==> config.mk <==
export PLATFORM = sky130hd
export DESIGN_NAME = multichannel_iir_df2_filter
export DESIGN_NICKNAME = d
export VERILOG_FILES = /design/src/hdl/mciir_pkg.sv /design/src/hdl/multichannel_iir_df2_filter.sv /design/src/hdl/mciir_hist_ram.sv /design/src/hdl/mciir_mac.sv
export SDC_FILE = /design/constraint.sdc
export NUM_CORES = 2
export LEC_CHECK = 0
export BUFFER_PORTS_ARGS = -buffer_cell sky130_fd_sc_hd__buf_2
export CAP_MARGIN = 10
export CORE_UTILIZATION = 63
export CTS_BUF_LIST = sky130_fd_sc_hd__clkbuf_4 sky130_fd_sc_hd__clkbuf_8 sky130_fd_sc_hd__clkbuf_16
export DETAILED_ROUTE_END_ITERATION = 8
export PLACE_DENSITY = 0.8
export RECOVER_POWER = 25
export REMOVE_ABC_BUFFERS = 1
export SLEW_MARGIN = 20
export SYNTH_ARGS = -nofsm -noshare
export SYNTH_HDL_FRONTEND = slang
export SYNTH_SLANG_ARGS = --single-unit
==> constraint.sdc <==
create_clock -name i_clk -period 9.3 [get_ports i_clk]
set_clock_uncertainty 0.15 [all_clocks]
set_input_delay 0.465 -clock i_clk [delete_from_list [all_inputs] [get_ports i_clk]]
set_output_delay 0.465 -clock i_clk [all_outputs]
set_load 0.02 [all_outputs]
==> src/hdl/mciir_pkg.sv <==
`default_nettype none

package mciir_pkg;

    // Sizes of the per-channel delay lines.
    localparam int MAX_TAPS     = 8;
    localparam int MAX_CHANNELS = 8;
    localparam int TAP_W        = $clog2(MAX_TAPS);
    localparam int CH_W         = $clog2(MAX_CHANNELS);
    localparam int HIST_DEPTH   = MAX_CHANNELS * MAX_TAPS;
    localparam int HIST_AW      = CH_W + TAP_W;

    // Number formats.
    localparam int SAMPLE_W    = 16;  // Q1.15
    localparam int COEF_W      = 16;  // Q4.12
    localparam int HIST_W      = 24;  // v, 15 fraction bits
    localparam int PROD_W      = COEF_W + HIST_W;
    localparam int ACC_W       = 44;  // 27 fraction bits, headroom for eight products
    localparam int FRAC_SHIFT  = 12;  // 27 - 15 fraction bits
    localparam int ROUND_BIAS  = 2048;

    // Configuration register layout.
    localparam int CFG_W       = 64;
    localparam int CNT_W       = 4;
    localparam int APB_AW      = 6;
    localparam int REG_IDX_W   = APB_AW - 3;
    localparam int NUM_REGS    = 6;
    localparam int COEF_BANK_W = 256 / 2;

    // Register indexes; each register sits at byte address 8 * index.
    localparam logic [REG_IDX_W-1:0] REG_TAP_COUNT     = 3'd0;
    localparam logic [REG_IDX_W-1:0] REG_CHANNEL_COUNT = 3'd1;
    localparam logic [REG_IDX_W-1:0] REG_FWD_LOW       = 3'd2;
    localparam logic [REG_IDX_W-1:0] REG_FWD_HIGH      = 3'd3;
    localparam logic [REG_IDX_W-1:0] REG_FBK_LOW       = 3'd4;
    localparam logic [REG_IDX_W-1:0] REG_FBK_HIGH      = 3'd5;

    typedef struct packed {
        logic load;  // load the accumulator with the start value
        logic op;    // a product arrives with this cycle's operands
        logic sub;   // subtract rather than add that product
    } t_mac_ctrl;

    // A count register of zero means one; anything above the maximum is clipped.
    function automatic logic [CNT_W-1:0] count_of(input logic [CNT_W-1:0] cnt,
                                                  input int max_v);
        logic [CNT_W-1:0] res;
        if (cnt == '0) begin
            res = CNT_W'(1);
        end else if (int'(cnt) > max_v) begin
            res = CNT_W'(max_v);
        end else begin
            res = cnt;
        end
        return res;
    endfunction

    // Feedforward coefficient b[idx].
    function automatic logic signed [COEF_W-1:0] coef_fwd(input logic [CFG_W-1:0] lo,
                                                          input logic [CFG_W-1:0] hi,
                                                          input logic [TAP_W-1:0] idx);
        logic [COEF_BANK_W-1:0] bank;
        bank = {hi, lo};
        return bank[COEF_W*idx +: COEF_W];
    endfunction

    // Feedback coefficient a[m], m from one upwards; a1 sits in the lowest word.
    function automatic logic signed [COEF_W-1:0] coef_fbk(input logic [CFG_W-1:0] lo,
                                                          input logic [CFG_W-1:0] hi,
                                                          input logic [TAP_W-1:0] m);
        logic [COEF_BANK_W-1:0] bank;
        logic [TAP_W-1:0]       idx;
        bank = {hi, lo};
        idx  = m - TAP_W'(1);
        return bank[COEF_W*idx +: COEF_W];
    endfunction

endpackage

`default_nettype wire

==> src/hdl/multichannel_iir_df2_filter.sv <==
// Multichannel Direct Form II IIR filter.
// Samples come in on the s_axis channel, interleaved one channel per transfer; the
// block walks channels 0 to channel_count-1 and starts again at 0. Each input
// transfer gives exactly one output transfer on m_axis: the filtered sample in
// tdata, and the channel number and a saturation flag in tuser.
// Tap count, channel count and the b and a coefficients are 64-bit registers at byte
// address 8*i, written through the APB port; the user must write them only while the
// block is idle, which the block itself does not enforce.
// A single multiply-accumulate unit walks the feedback taps, then the feedforward
// taps, with one history read a cycle, and lets the pipeline drain after each walk;
// with a single tap the feedback walk is skipped. The next sample is taken once the
// result has been loaded into the output register, so the result may wait there
// while the next one is computed. If the receiver stalls, the finished result of the
// following sample is held back until the output register has been emptied.
// Reset restores the register defaults (one tap, one channel, b0 = 1.0), clears the
// whole history through per-entry valid bits at once, and returns to channel 0.

`default_nettype none

module multichannel_iir_df2_filter (
    input  wire logic                                i_clk,
    input  wire logic                                i_rst_n,
    // Sample stream in.
    input  wire logic                                s_axis_tvalid,
    output logic                                     s_axis_tready,
    input  wire logic [15:0]                         s_axis_tdata,  // [15:0] sample_in
    // Result stream out.
    output logic                                     m_axis_tvalid,
    input  wire logic                                m_axis_tready,
    output logic [15:0]                              m_axis_tdata,  // [15:0] sample_out
    output logic [3:0]                               m_axis_tuser,  // [2:0] channel_index,
                                                                    // [3] saturated
    // Configuration port.
    input  wire logic                                psel,
    input  wire logic                                penable,
    input  wire logic                                pwrite,
    input  wire logic [mciir_pkg::APB_AW-1:0]        paddr,
    input  wire logic [mciir_pkg::CFG_W-1:0]         pwdata,
    output logic [mciir_pkg::CFG_W-1:0]              prdata,
    output logic                                     pready
);
    import mciir_pkg::*;

    typedef enum logic [6:0] {
        S_IDLE    = 7'b0000001,
        S_FB      = 7'b0000010,
        S_FB_WAIT = 7'b0000100,
        S_VWR     = 7'b0001000,
        S_FF      = 7'b0010000,
        S_FF_WAIT = 7'b0100000,
        S_OUT     = 7'b1000000
    } t_state;

    // Configuration registers.
    logic [CNT_W-1:0]     r_tap_count;
    logic [CNT_W-1:0]     r_chan_count;
    logic [CFG_W-1:0]     r_fwd_lo;
    logic [CFG_W-1:0]     r_fwd_hi;
    logic [CFG_W-1:0]     r_fbk_lo;
    logic [CFG_W-1:0]     r_fbk_hi;
    logic                 w_cfg_wr;
    logic [REG_IDX_W-1:0] w_cfg_idx;

    // Sequencer state.
    t_state            r_state, n_state;
    logic [TAP_W-1:0]  r_tap, n_tap;
    logic [CH_W-1:0]   r_cur_ch, n_cur_ch;
    logic [TAP_W-1:0]  r_frame_slot, n_frame_slot;
    logic              r_clip, n_clip;
    logic              r_iss_d;
    logic              r_sub_d;
    logic signed [COEF_W-1:0] r_coef_d;

    // Output register.
    logic                r_out_valid, n_out_valid;
    logic [SAMPLE_W-1:0] r_out_sample, n_out_sample;
    logic [2:0]          r_out_ch, n_out_ch;
    logic                r_out_sat, n_out_sat;

    // Datapath wiring.
    logic [CNT_W-1:0]         w_taps;
    logic [CNT_W-1:0]         w_chans;
    logic                     w_accept;
    logic                     w_last_tap;
    logic                     w_issue;
    logic                     w_sub;
    logic signed [COEF_W-1:0] w_coef;
    logic [HIST_AW-1:0]       w_rd_addr;
    logic                     w_wr_en;
    logic [HIST_AW-1:0]       w_wr_addr;
    logic signed [HIST_W-1:0] w_rd_data;
    logic                     w_pipe_busy;
    logic                     w_mac_busy;
    logic                     w_load;
    logic signed [ACC_W-1:0]  w_load_value;
    t_mac_ctrl                w_mac_ctrl;
    logic signed [HIST_W-1:0] w_v;
    logic                     w_v_clip;
    logic signed [SAMPLE_W-1:0] w_y;
    logic                     w_y_clip;

    // ------------------------------------------------------------------
    // Configuration port: writes complete in the access cycle, reads are
    // answered from the addressed register straight away.
    // ------------------------------------------------------------------
    assign pready    = 1'b1;
    assign w_cfg_wr  = psel && penable && pwrite && pready;
    assign w_cfg_idx = paddr[APB_AW-1:3];

    always_ff @(posedge i_clk) begin
        if (!i_rst_n) begin
            r_tap_count  <= CNT_W'(1);
            r_chan_count <= CNT_W'(1);
            r_fwd_lo     <= CFG_W'(4096);
            r_fwd_hi     <= '0;
            r_fbk_lo     <= '0;
            r_fbk_hi     <= '0;
        end else if (w_cfg_wr) begin
            case (w_cfg_idx)
                REG_TAP_COUNT:     r_tap_count  <= pwdata[CNT_W-1:0];
                REG_CHANNEL_COUNT: r_chan_count <= pwdata[CNT_W-1:0];
                REG_FWD_LOW:       r_fwd_lo     <= pwdata;
                REG_FWD_HIGH:      r_fwd_hi     <= pwdata;
                REG_FBK_LOW:       r_fbk_lo     <= pwdata;
                REG_FBK_HIGH:      r_fbk_hi     <= pwdata;
                default:           ;
            endcase
        end
    end

    always_comb begin
        case (w_cfg_idx)
            REG_TAP_COUNT:     prdata = {{(CFG_W-CNT_W){1'b0}}, r_tap_count};
            REG_CHANNEL_COUNT: prdata = {{(CFG_W-CNT_W){1'b0}}, r_chan_count};
            REG_FWD_LOW:       prdata = r_fwd_lo;
            REG_FWD_HIGH:      prdata = r_fwd_hi;
            REG_FBK_LOW:       prdata = r_fbk_lo;
            REG_FBK_HIGH:      prdata = r_fbk_hi;
            default:           prdata = '0;
        endcase
    end

    assign w_taps  = count_of(r_tap_count, MAX_TAPS);
    assign w_chans = count_of(r_chan_count, MAX_CHANNELS);

    // ------------------------------------------------------------------
    // Sequencer. Feedback taps are issued as subtracting products on top of
    // the scaled input, v is rounded and written back into the current
    // slot, and then the feedforward taps are issued starting at that slot.
    // ------------------------------------------------------------------
    assign s_axis_tready = (r_state == S_IDLE);
    assign w_accept      = s_axis_tvalid && s_axis_tready;
    assign w_last_tap    = (CNT_W'(r_tap) == (w_taps - CNT_W'(1)));
    assign w_rd_addr     = {r_cur_ch, r_frame_slot - r_tap};
    assign w_wr_addr     = {r_cur_ch, r_frame_slot};
    assign w_pipe_busy   = r_iss_d || w_mac_busy;

    always_comb begin
        n_state      = r_state;
        n_tap        = r_tap;
        n_cur_ch     = r_cur_ch;
        n_frame_slot = r_frame_slot;
        n_clip       = r_clip;
        w_issue      = 1'b0;
        w_sub        = 1'b0;
        w_coef       = '0;
        w_wr_en      = 1'b0;
        w_load       = 1'b0;
        w_load_value = '0;

        // An untaken result stays; a taken one frees the register.
        n_out_valid  = r_out_valid && !m_axis_tready;
        n_out_sample = r_out_sample;
        n_out_ch     = r_out_ch;
        n_out_sat    = r_out_sat;

        case (r_state)
            S_IDLE: begin
                if (w_accept) begin
                    // A channel count lowered mid-frame closes the frame first.
                    if (CNT_W'(r_cur_ch) >= w_chans) begin
                        n_cur_ch     = '0;
                        n_frame_slot = r_frame_slot + TAP_W'(1);
                    end
                    w_load       = 1'b1;
                    w_load_value = {{(ACC_W-SAMPLE_W-FRAC_SHIFT){s_axis_tdata[SAMPLE_W-1]}},
                                    s_axis_tdata, {FRAC_SHIFT{1'b0}}};
                    n_tap        = TAP_W'(1);
                    n_state      = (w_taps > CNT_W'(1)) ? S_FB : S_FB_WAIT;
                end
            end
            S_FB: begin
                w_issue = 1'b1;
                w_sub   = 1'b1;
                w_coef  = coef_fbk(r_fbk_lo, r_fbk_hi, r_tap);
                if (w_last_tap) begin
                    n_state = S_FB_WAIT;
                end else begin
                    n_tap = r_tap + TAP_W'(1);
                end
            end
            S_FB_WAIT: begin
                if (!w_pipe_busy) begin
                    n_state = S_VWR;
                end
            end
            S_VWR: begin
                w_wr_en      = 1'b1;
                n_clip       = w_v_clip;
                w_load       = 1'b1;
                w_load_value = '0;
                n_tap        = '0;
                n_state      = S_FF;
            end
            S_FF: begin
                w_issue = 1'b1;
                w_coef  = coef_fwd(r_fwd_lo, r_fwd_hi, r_tap);
                if (w_last_tap) begin
                    n_state = S_FF_WAIT;
                end else begin
                    n_tap = r_tap + TAP_W'(1);
                end
            end
            S_FF_WAIT: begin
                if (!w_pipe_busy) begin
                    n_state = S_OUT;
                end
            end
            S_OUT: begin
                if (!r_out_valid || m_axis_tready) begin
                    n_out_valid  = 1'b1;
                    n_out_sample = w_y;
                    n_out_ch     = 3'(r_cur_ch);
                    n_out_sat    = r_clip || w_y_clip;
                    if ((CNT_W'(r_cur_ch) + CNT_W'(1)) >= w_chans) begin
                        n_cur_ch     = '0;
                        n_frame_slot = r_frame_slot + TAP_W'(1);
                    end else begin
                        n_cur_ch = r_cur_ch + CH_W'(1);
                    end
                    n_state = S_IDLE;
                end
            end
            default: begin
                n_state = S_IDLE;
            end
        endcase
    end

    always_ff @(posedge i_clk) begin
        if (!i_rst_n) begin
            r_state      <= S_IDLE;
            r_tap        <= '0;
            r_cur_ch     <= '0;
            r_frame_slot <= '0;
            r_clip       <= 1'b0;
            r_iss_d      <= 1'b0;
            r_out_valid  <= 1'b0;
        end else begin
            r_state      <= n_state;
            r_tap        <= n_tap;
            r_cur_ch     <= n_cur_ch;
            r_frame_slot <= n_frame_slot;
            r_clip       <= n_clip;
            r_iss_d      <= w_issue;
            r_out_valid  <= n_out_valid;
        end
    end

    // The coefficient and direction travel alongside the history read.
    always_ff @(posedge i_clk) begin
        r_coef_d     <= w_coef;
        r_sub_d      <= w_sub;
        r_out_sample <= n_out_sample;
        r_out_ch     <= n_out_ch;
        r_out_sat    <= n_out_sat;
    end

    assign m_axis_tvalid = r_out_valid;
    assign m_axis_tdata  = r_out_sample;
    assign m_axis_tuser  = {r_out_sat, r_out_ch};

    // ------------------------------------------------------------------
    // History store and the shared multiply-accumulate unit.
    // ------------------------------------------------------------------
    mciir_hist_ram u_hist (
        .i_clk     (i_clk),
        .i_rst_n   (i_rst_n),
        .i_wr_en   (w_wr_en),
        .i_wr_addr (w_wr_addr),
        .i_wr_data (w_v),
        .i_rd_en   (w_issue),
        .i_rd_addr (w_rd_addr),
        .o_rd_data (w_rd_data)
    );

    assign w_mac_ctrl.load = w_load;
    assign w_mac_ctrl.op   = r_iss_d;
    assign w_mac_ctrl.sub  = r_sub_d;

    mciir_mac u_mac (
        .i_clk        (i_clk),
        .i_rst_n      (i_rst_n),
        .i_ctrl       (w_mac_ctrl),
        .i_load_value (w_load_value),
        .i_coef       (r_coef_d),
        .i_data       (w_rd_data),
        .o_busy       (w_mac_busy),
        .o_v          (w_v),
        .o_v_clip     (w_v_clip),
        .o_y          (w_y),
        .o_y_clip     (w_y_clip)
    );

    // ------------------------------------------------------------------
    // Assertions.
    // ------------------------------------------------------------------
    // A new sample is only taken once the previous one has left the pipeline.
    a_ready_idle_pipe: assert property (@(posedge i_clk) disable iff (!i_rst_n)
        s_axis_tready |-> !w_pipe_busy)
        else $error("input ready while products are still in flight");

    // The sequencer never takes two samples in successive cycles.
    a_one_at_a_time: assert property (@(posedge i_clk) disable iff (!i_rst_n)
        w_accept |=> !s_axis_tready)
        else $error("second sample accepted straight after the first");

    // Tap walk stays inside the configured tap count.
    a_tap_bound: assert property (@(posedge i_clk) disable iff (!i_rst_n)
        (r_state == S_FB || r_state == S_FF) |-> (CNT_W'(r_tap) < w_taps))
        else $error("tap index beyond the tap count");

    // A result is held back while the output register is still occupied.
    a_out_hold: assert property (@(posedge i_clk) disable iff (!i_rst_n)
        (r_state == S_OUT && r_out_valid && !m_axis_tready) |=> (r_state == S_OUT))
        else $error("result loaded over an untaken result");

endmodule

`default_nettype wire

==> src/hdl/mciir_hist_ram.sv <==
`default_nettype none

module mciir_hist_ram (
    input  wire logic                                 i_clk,
    input  wire logic                                 i_rst_n,
    input  wire logic                                 i_wr_en,
    input  wire logic [mciir_pkg::HIST_AW-1:0]        i_wr_addr,
    input  wire logic signed [mciir_pkg::HIST_W-1:0]  i_wr_data,
    input  wire logic                                 i_rd_en,
    input  wire logic [mciir_pkg::HIST_AW-1:0]        i_rd_addr,
    output logic signed [mciir_pkg::HIST_W-1:0]       o_rd_data
);
    import mciir_pkg::*;

    logic [HIST_W-1:0]     r_mem [HIST_DEPTH];
    logic [HIST_DEPTH-1:0] r_valid;
    logic [HIST_W-1:0]     r_rd_data;
    logic                  r_rd_vld;

    // The store itself has no reset; an entry never written reads as zero.
    always_ff @(posedge i_clk) begin
        if (i_wr_en) begin
            r_mem[i_wr_addr] <= i_wr_data;
        end
        if (i_rd_en) begin
            r_rd_data <= r_mem[i_rd_addr];
        end
    end

    always_ff @(posedge i_clk) begin
        if (!i_rst_n) begin
            r_valid  <= '0;
            r_rd_vld <= 1'b0;
        end else begin
            if (i_wr_en) begin
                r_valid[i_wr_addr] <= 1'b1;
            end
            if (i_rd_en) begin
                r_rd_vld <= r_valid[i_rd_addr];
            end
        end
    end

    assign o_rd_data = r_rd_vld ? r_rd_data : '0;

endmodule

`default_nettype wire

==> src/hdl/mciir_mac.sv <==
`default_nettype none

module mciir_mac (
    input  wire logic                                 i_clk,
    input  wire logic                                 i_rst_n,
    input  wire mciir_pkg::t_mac_ctrl                 i_ctrl,
    input  wire logic signed [mciir_pkg::ACC_W-1:0]   i_load_value,
    input  wire logic signed [mciir_pkg::COEF_W-1:0]  i_coef,
    input  wire logic signed [mciir_pkg::HIST_W-1:0]  i_data,
    output logic                                      o_busy,
    output logic signed [mciir_pkg::HIST_W-1:0]       o_v,
    output logic                                      o_v_clip,
    output logic signed [mciir_pkg::SAMPLE_W-1:0]     o_y,
    output logic                                      o_y_clip
);
    import mciir_pkg::*;

    localparam logic signed [ACC_W-1:0] V_MAX = ACC_W'(2**(HIST_W-1) - 1);
    localparam logic signed [ACC_W-1:0] V_MIN = ~V_MAX;
    localparam logic signed [ACC_W-1:0] Y_MAX = ACC_W'(2**(SAMPLE_W-1) - 1);
    localparam logic signed [ACC_W-1:0] Y_MIN = ~Y_MAX;

    logic signed [PROD_W-1:0] w_prod;
    logic signed [PROD_W-1:0] r_prod;
    logic                     r_prod_vld;
    logic                     r_prod_sub;
    logic signed [ACC_W-1:0]  r_acc;
    logic signed [ACC_W-1:0]  w_prod_ext;
    logic signed [ACC_W-1:0]  w_rnd;
    logic signed [ACC_W-1:0]  w_q;

    assign w_prod = i_coef * i_data;

    // Product stage, then accumulate stage.
    always_ff @(posedge i_clk) begin
        if (!i_rst_n) begin
            r_prod_vld <= 1'b0;
        end else begin
            r_prod_vld <= i_ctrl.op;
        end
    end

    always_ff @(posedge i_clk) begin
        r_prod     <= w_prod;
        r_prod_sub <= i_ctrl.sub;
    end

    assign w_prod_ext = {{(ACC_W-PROD_W){r_prod[PROD_W-1]}}, r_prod};

    always_ff @(posedge i_clk) begin
        if (i_ctrl.load) begin
            r_acc <= i_load_value;
        end else if (r_prod_vld) begin
            r_acc <= r_prod_sub ? (r_acc - w_prod_ext) : (r_acc + w_prod_ext);
        end
    end

    assign o_busy = r_prod_vld;

    // Round half up to 15 fraction bits, then clip to either result width.
    assign w_rnd = r_acc + ACC_W'(ROUND_BIAS);
    assign w_q   = w_rnd >>> FRAC_SHIFT;

    always_comb begin
        o_v_clip = (w_q > V_MAX) || (w_q < V_MIN);
        if (w_q > V_MAX) begin
            o_v = V_MAX[HIST_W-1:0];
        end else if (w_q < V_MIN) begin
            o_v = V_MIN[HIST_W-1:0];
        end else begin
            o_v = w_q[HIST_W-1:0];
        end

        o_y_clip = (w_q > Y_MAX) || (w_q < Y_MIN);
        if (w_q > Y_MAX) begin
            o_y = Y_MAX[SAMPLE_W-1:0];
        end else if (w_q < Y_MIN) begin
            o_y = Y_MIN[SAMPLE_W-1:0];
        end else begin
            o_y = w_q[SAMPLE_W-1:0];
        end
    end

endmodule

`default_nettype wire
==> impl_metrics.yaml <==
worst_setup_path:
  startpoint_type: "flop"
  r2r_end: "u_mac.r_prod[39]"
  regToRegSetupSlack_ps: 930
  slowest_delay_ps: 1320
  endpoint_kind: "flop"
  worstSetupPathType: "flop to flop"
  reg2reg_depth: 21
  timing.rr.start: "u_hist.r_rd_vld"
  cp_common_cell: "fa_1"
  path_cells: "clkbuf_1, and3_1, fa_1, fa_1, fa_1, fa_1, fa_1, inv_1, fa_1, inv_1, ha_1, and3_1, nand3_1, nor2_1, and3_1, a32o_1, a21oi_1, nand3_1, a311oi_1, o21ai_0, xnor2_1"
  critPathMaxFanout: 121
  arrival_ps: 8890
  cp_data_required_time_ps: 9820
  cp_slowest_cell: "clkbuf_1"
global_route:
  grt_usage: 0.347
  grt_pass1_wl_um: 398000
  grt_pass1_vias: 62700
  grt_max_degree: 139
  grt_antenna_before_repair: 24
  grt.overflow.total: 0
yosys:
  synth-async-reset-ratio: 0
  syn-cell-area_um2: 97500
  synth_top_flop_cell: "edfxtp_1"
  synth_seq_cells: 2031
  netlist.top_cell.by_area: "edfxtp_1"
  synth_top_area_share: 0.500
  netlist_instances: 6750
  ys_top_cells_by_count: "1,624 x edfxtp_1, 908 x nand2_1, 479 x mux4_2"
  ys_warn_count: 0
  synth_sequential_area_ratio: 0.584
  synthTopCellsByArea: "edfxtp_1 50%, mux4_2 11%, dfxtp_1 8.4%"
  synth_edf_count: 1624
  synth_most_common_cell: "edfxtp_1"
  synth_cell_types: 91
  syn_avg_cell_area_um2: 14.4
worst_hold_path:
  min_path_cells: 3
  hp-class: "primary input to flop"
  min_from: "m_axis_tready"
  min_to: "m_axis_tvalid"
layout:
  final_nets: 7587
  synthToLayoutAreaGrowth_pct: 10.9
  multi_input_area_um2: 37700
  fillers: 9492
  regArea_um2: 56900
  final_area_um2: 108000
  final_core_util: 0.707
  drive_gt1_frac: 0.160
sta:
  finalSetupViolCount: 0
  finalHoldViolations: 0
  maxSlewHeadroom: -2.68
  drv_slew: 1187
  whs_ps: 127
  fin_ws_ps: 934
  max_slew.worst_pin.slew_ps: 5530
  fmax_mhz: 120
  period_share: 0.900
  finalCriticalPeriod_ps: 8370
  rsz0062_at_grt: "false"
power:
  ir_drop_mv: 0.281
  power_switching_w: 0.00812
  p_clk_frac: 0.307
  p_sw_frac: 0.311
  leakage_nw: 39.1
  power_density_nw_per_um2: 241
  comb_power_share: 0.255
  seq_power_share: 0.438
  fin_total_pwr_w: 0.0261
  power.internal_w: 0.0180
status:
  violations: "max-capacitance violations, max-slew violations"
  status: "complete, but fails checks"
cts:
  numCtsBuffers: 194
  cts_tree: "yes"
  cts_sinks: 2031
  path_clk_slew_ps: 60
  cts_resized: 0
  clock_latency_ps: 840
  cts-root-buf: "clkbuf_16"
  cts_max_path_buffers: 3
  htree_levels: 4
floorplan:
  core_area_um2: 153000
  ios: 180
  die-area_um2: 156000
  dieHeight_um: 395
  floorplan.initialDensity: 0.638
  num_rows: 143
  die_w_um: 395
drt:
  first_pass_iters: 9
  remaining_drc_errors: 0
  wl_per_cell_um: 29.5
  routed_wirelength_um: 270000
  viasPerCell: 6.75
  drt_iter0_drc: 8393
  num_vias: 62000
  ant_nets: 0
placement:
  port_buffers: 175
  dp.final_hpwl_um: 159000
  gp_congestion: 0.928
  dp_slack_ps: 1410
  placed_cell_area_um2: 101000
job:
  maxCapViolCount: 33
-- metal layers --
| metal | vias to the layer above | GRT usage | part of all wire |
|---|---|---|---|
| met3 | 1069 | 0.0883 | 0.11 |
| met4 | 12 | 0.203 | 0.070 |
| li1 | 25300 | - | - |
| met5 | - | 0 | 0.00031 |
| met2 | 4537 | 0.557 | 0.48 |
| met1 | 31100 | 0.429 | 0.34 |
-- worst max path at each step --
stage / end / start / slack [ps]
after floorplan: u_hist.r_rd_data[20] / r_tap[0] / -18160
after global placement: u_mac.r_prod[36] / u_hist.r_rd_vld / 1480
after detailed placement: u_mac.r_prod[36] / u_hist.r_rd_vld / 1410
after CTS: u_mac.r_prod[36] / u_hist.r_rd_vld / 1340
after global routing: u_mac.r_prod[36] / u_hist.r_rd_vld / 450
final: u_mac.r_prod[39] / u_hist.r_rd_vld / 930
-- cells by family after synthesis --
| logic type | Yosys count | synth area share |
|---|---|---|
| multiplexers | 703 | 0.134 |
| XOR/XNOR | 149 | 0.0135 |
| other | 1 | 0.0000385 |
| adder cells (fa/ha/maj) | 533 | 0.0974 |
| AND/OR/NAND/NOR | 1567 | 0.0726 |
| AO/OA/AOI/OAI | 907 | 0.0649 |
| flip-flops | 2031 | 0.584 |
| buffers and inverters | 859 | 0.0339 |
-- repair_timing --
item / CTS / global route
hold endpoints to repair: 280 / 0
hold buffers: 81 / 0
setup buffers: 0 / 0
-- power groups by stage --
stage	clock network, W	registers [W]	logic [W]
2_1_floorplan	0	0.0117	0.00623
3_3_place_gp	0	0.0116	0.00617
3_5_place_dp	0	0.0116	0.00639
4_1_cts	0.00805	0.0114	0.00653
5_1_grt	0.00839	0.0114	0.00691
6_report	0.00801	0.0114	0.00666
-- cells in the final DEF, fill, tap and decap left out, types with 155 or more instances in the layout --
master,synthesis,final
mux4_2,479,479
and3_1,177,174
nor2_1,213,168
nand2_1,908,903
dfxtp_1,407,403
edfxtp_1,1624,1624
ha_1,157,155
a21boi_0,262,262
inv_1,469,468
clkbuf_16,0,198
fa_1,376,375
mux2i_1,216,216
-- flip-flops by register name (all words and copies together), names as in the netlist, 3 cells and up --
register,count
r_coef_d,16
r_cur_ch,3
r_out_ch,3
m_axis_tdata,16
u_mac.r_prod,40
u_hist.r_valid,64
r_fwd_lo,64
r_tap,3
r_frame_slot,3
u_mac.r_acc,44
r_fbk_lo,64
u_hist.r_mem,1536
r_fwd_hi,64
u_hist.r_rd_data,24
r_tap_count,4
r_state,7
r_fbk_hi,64
r_chan_count,4
-- worst max-delay path: cells and delay by family, from the launching register on --
kind / cells / cell delay, ps
simple gates: 6 / 1070
flops: 1 / 920
fa+ha+maj: 7 / 3290
compound gates: 4 / 1200
buf+inv: 3 / 1410
xor+xnor: 1 / 150
-- final cells by class --
class | count | share of cell area
inverters | 471 | 0.0164
well taps | 2030 | 0.0235
repair buffers | 403 | 0.0242
clock buffers | 261 | 0.0514
clock inverters | 101 | 0.00856
diodes | 16 | 0.000370
multi-input cells | 3860 | 0.349
flip-flops and latches | 2031 | 0.527
-- through the flow --
stage          instances  setup TNS [ps]
2_1_floorplan       6362         -449330
3_3_place_gp        8712               0
3_5_place_dp        8714               0
4_1_cts             9157               0
5_1_grt             9162               0
6_report            9173               0
Power figures use the tool's default switching activity.
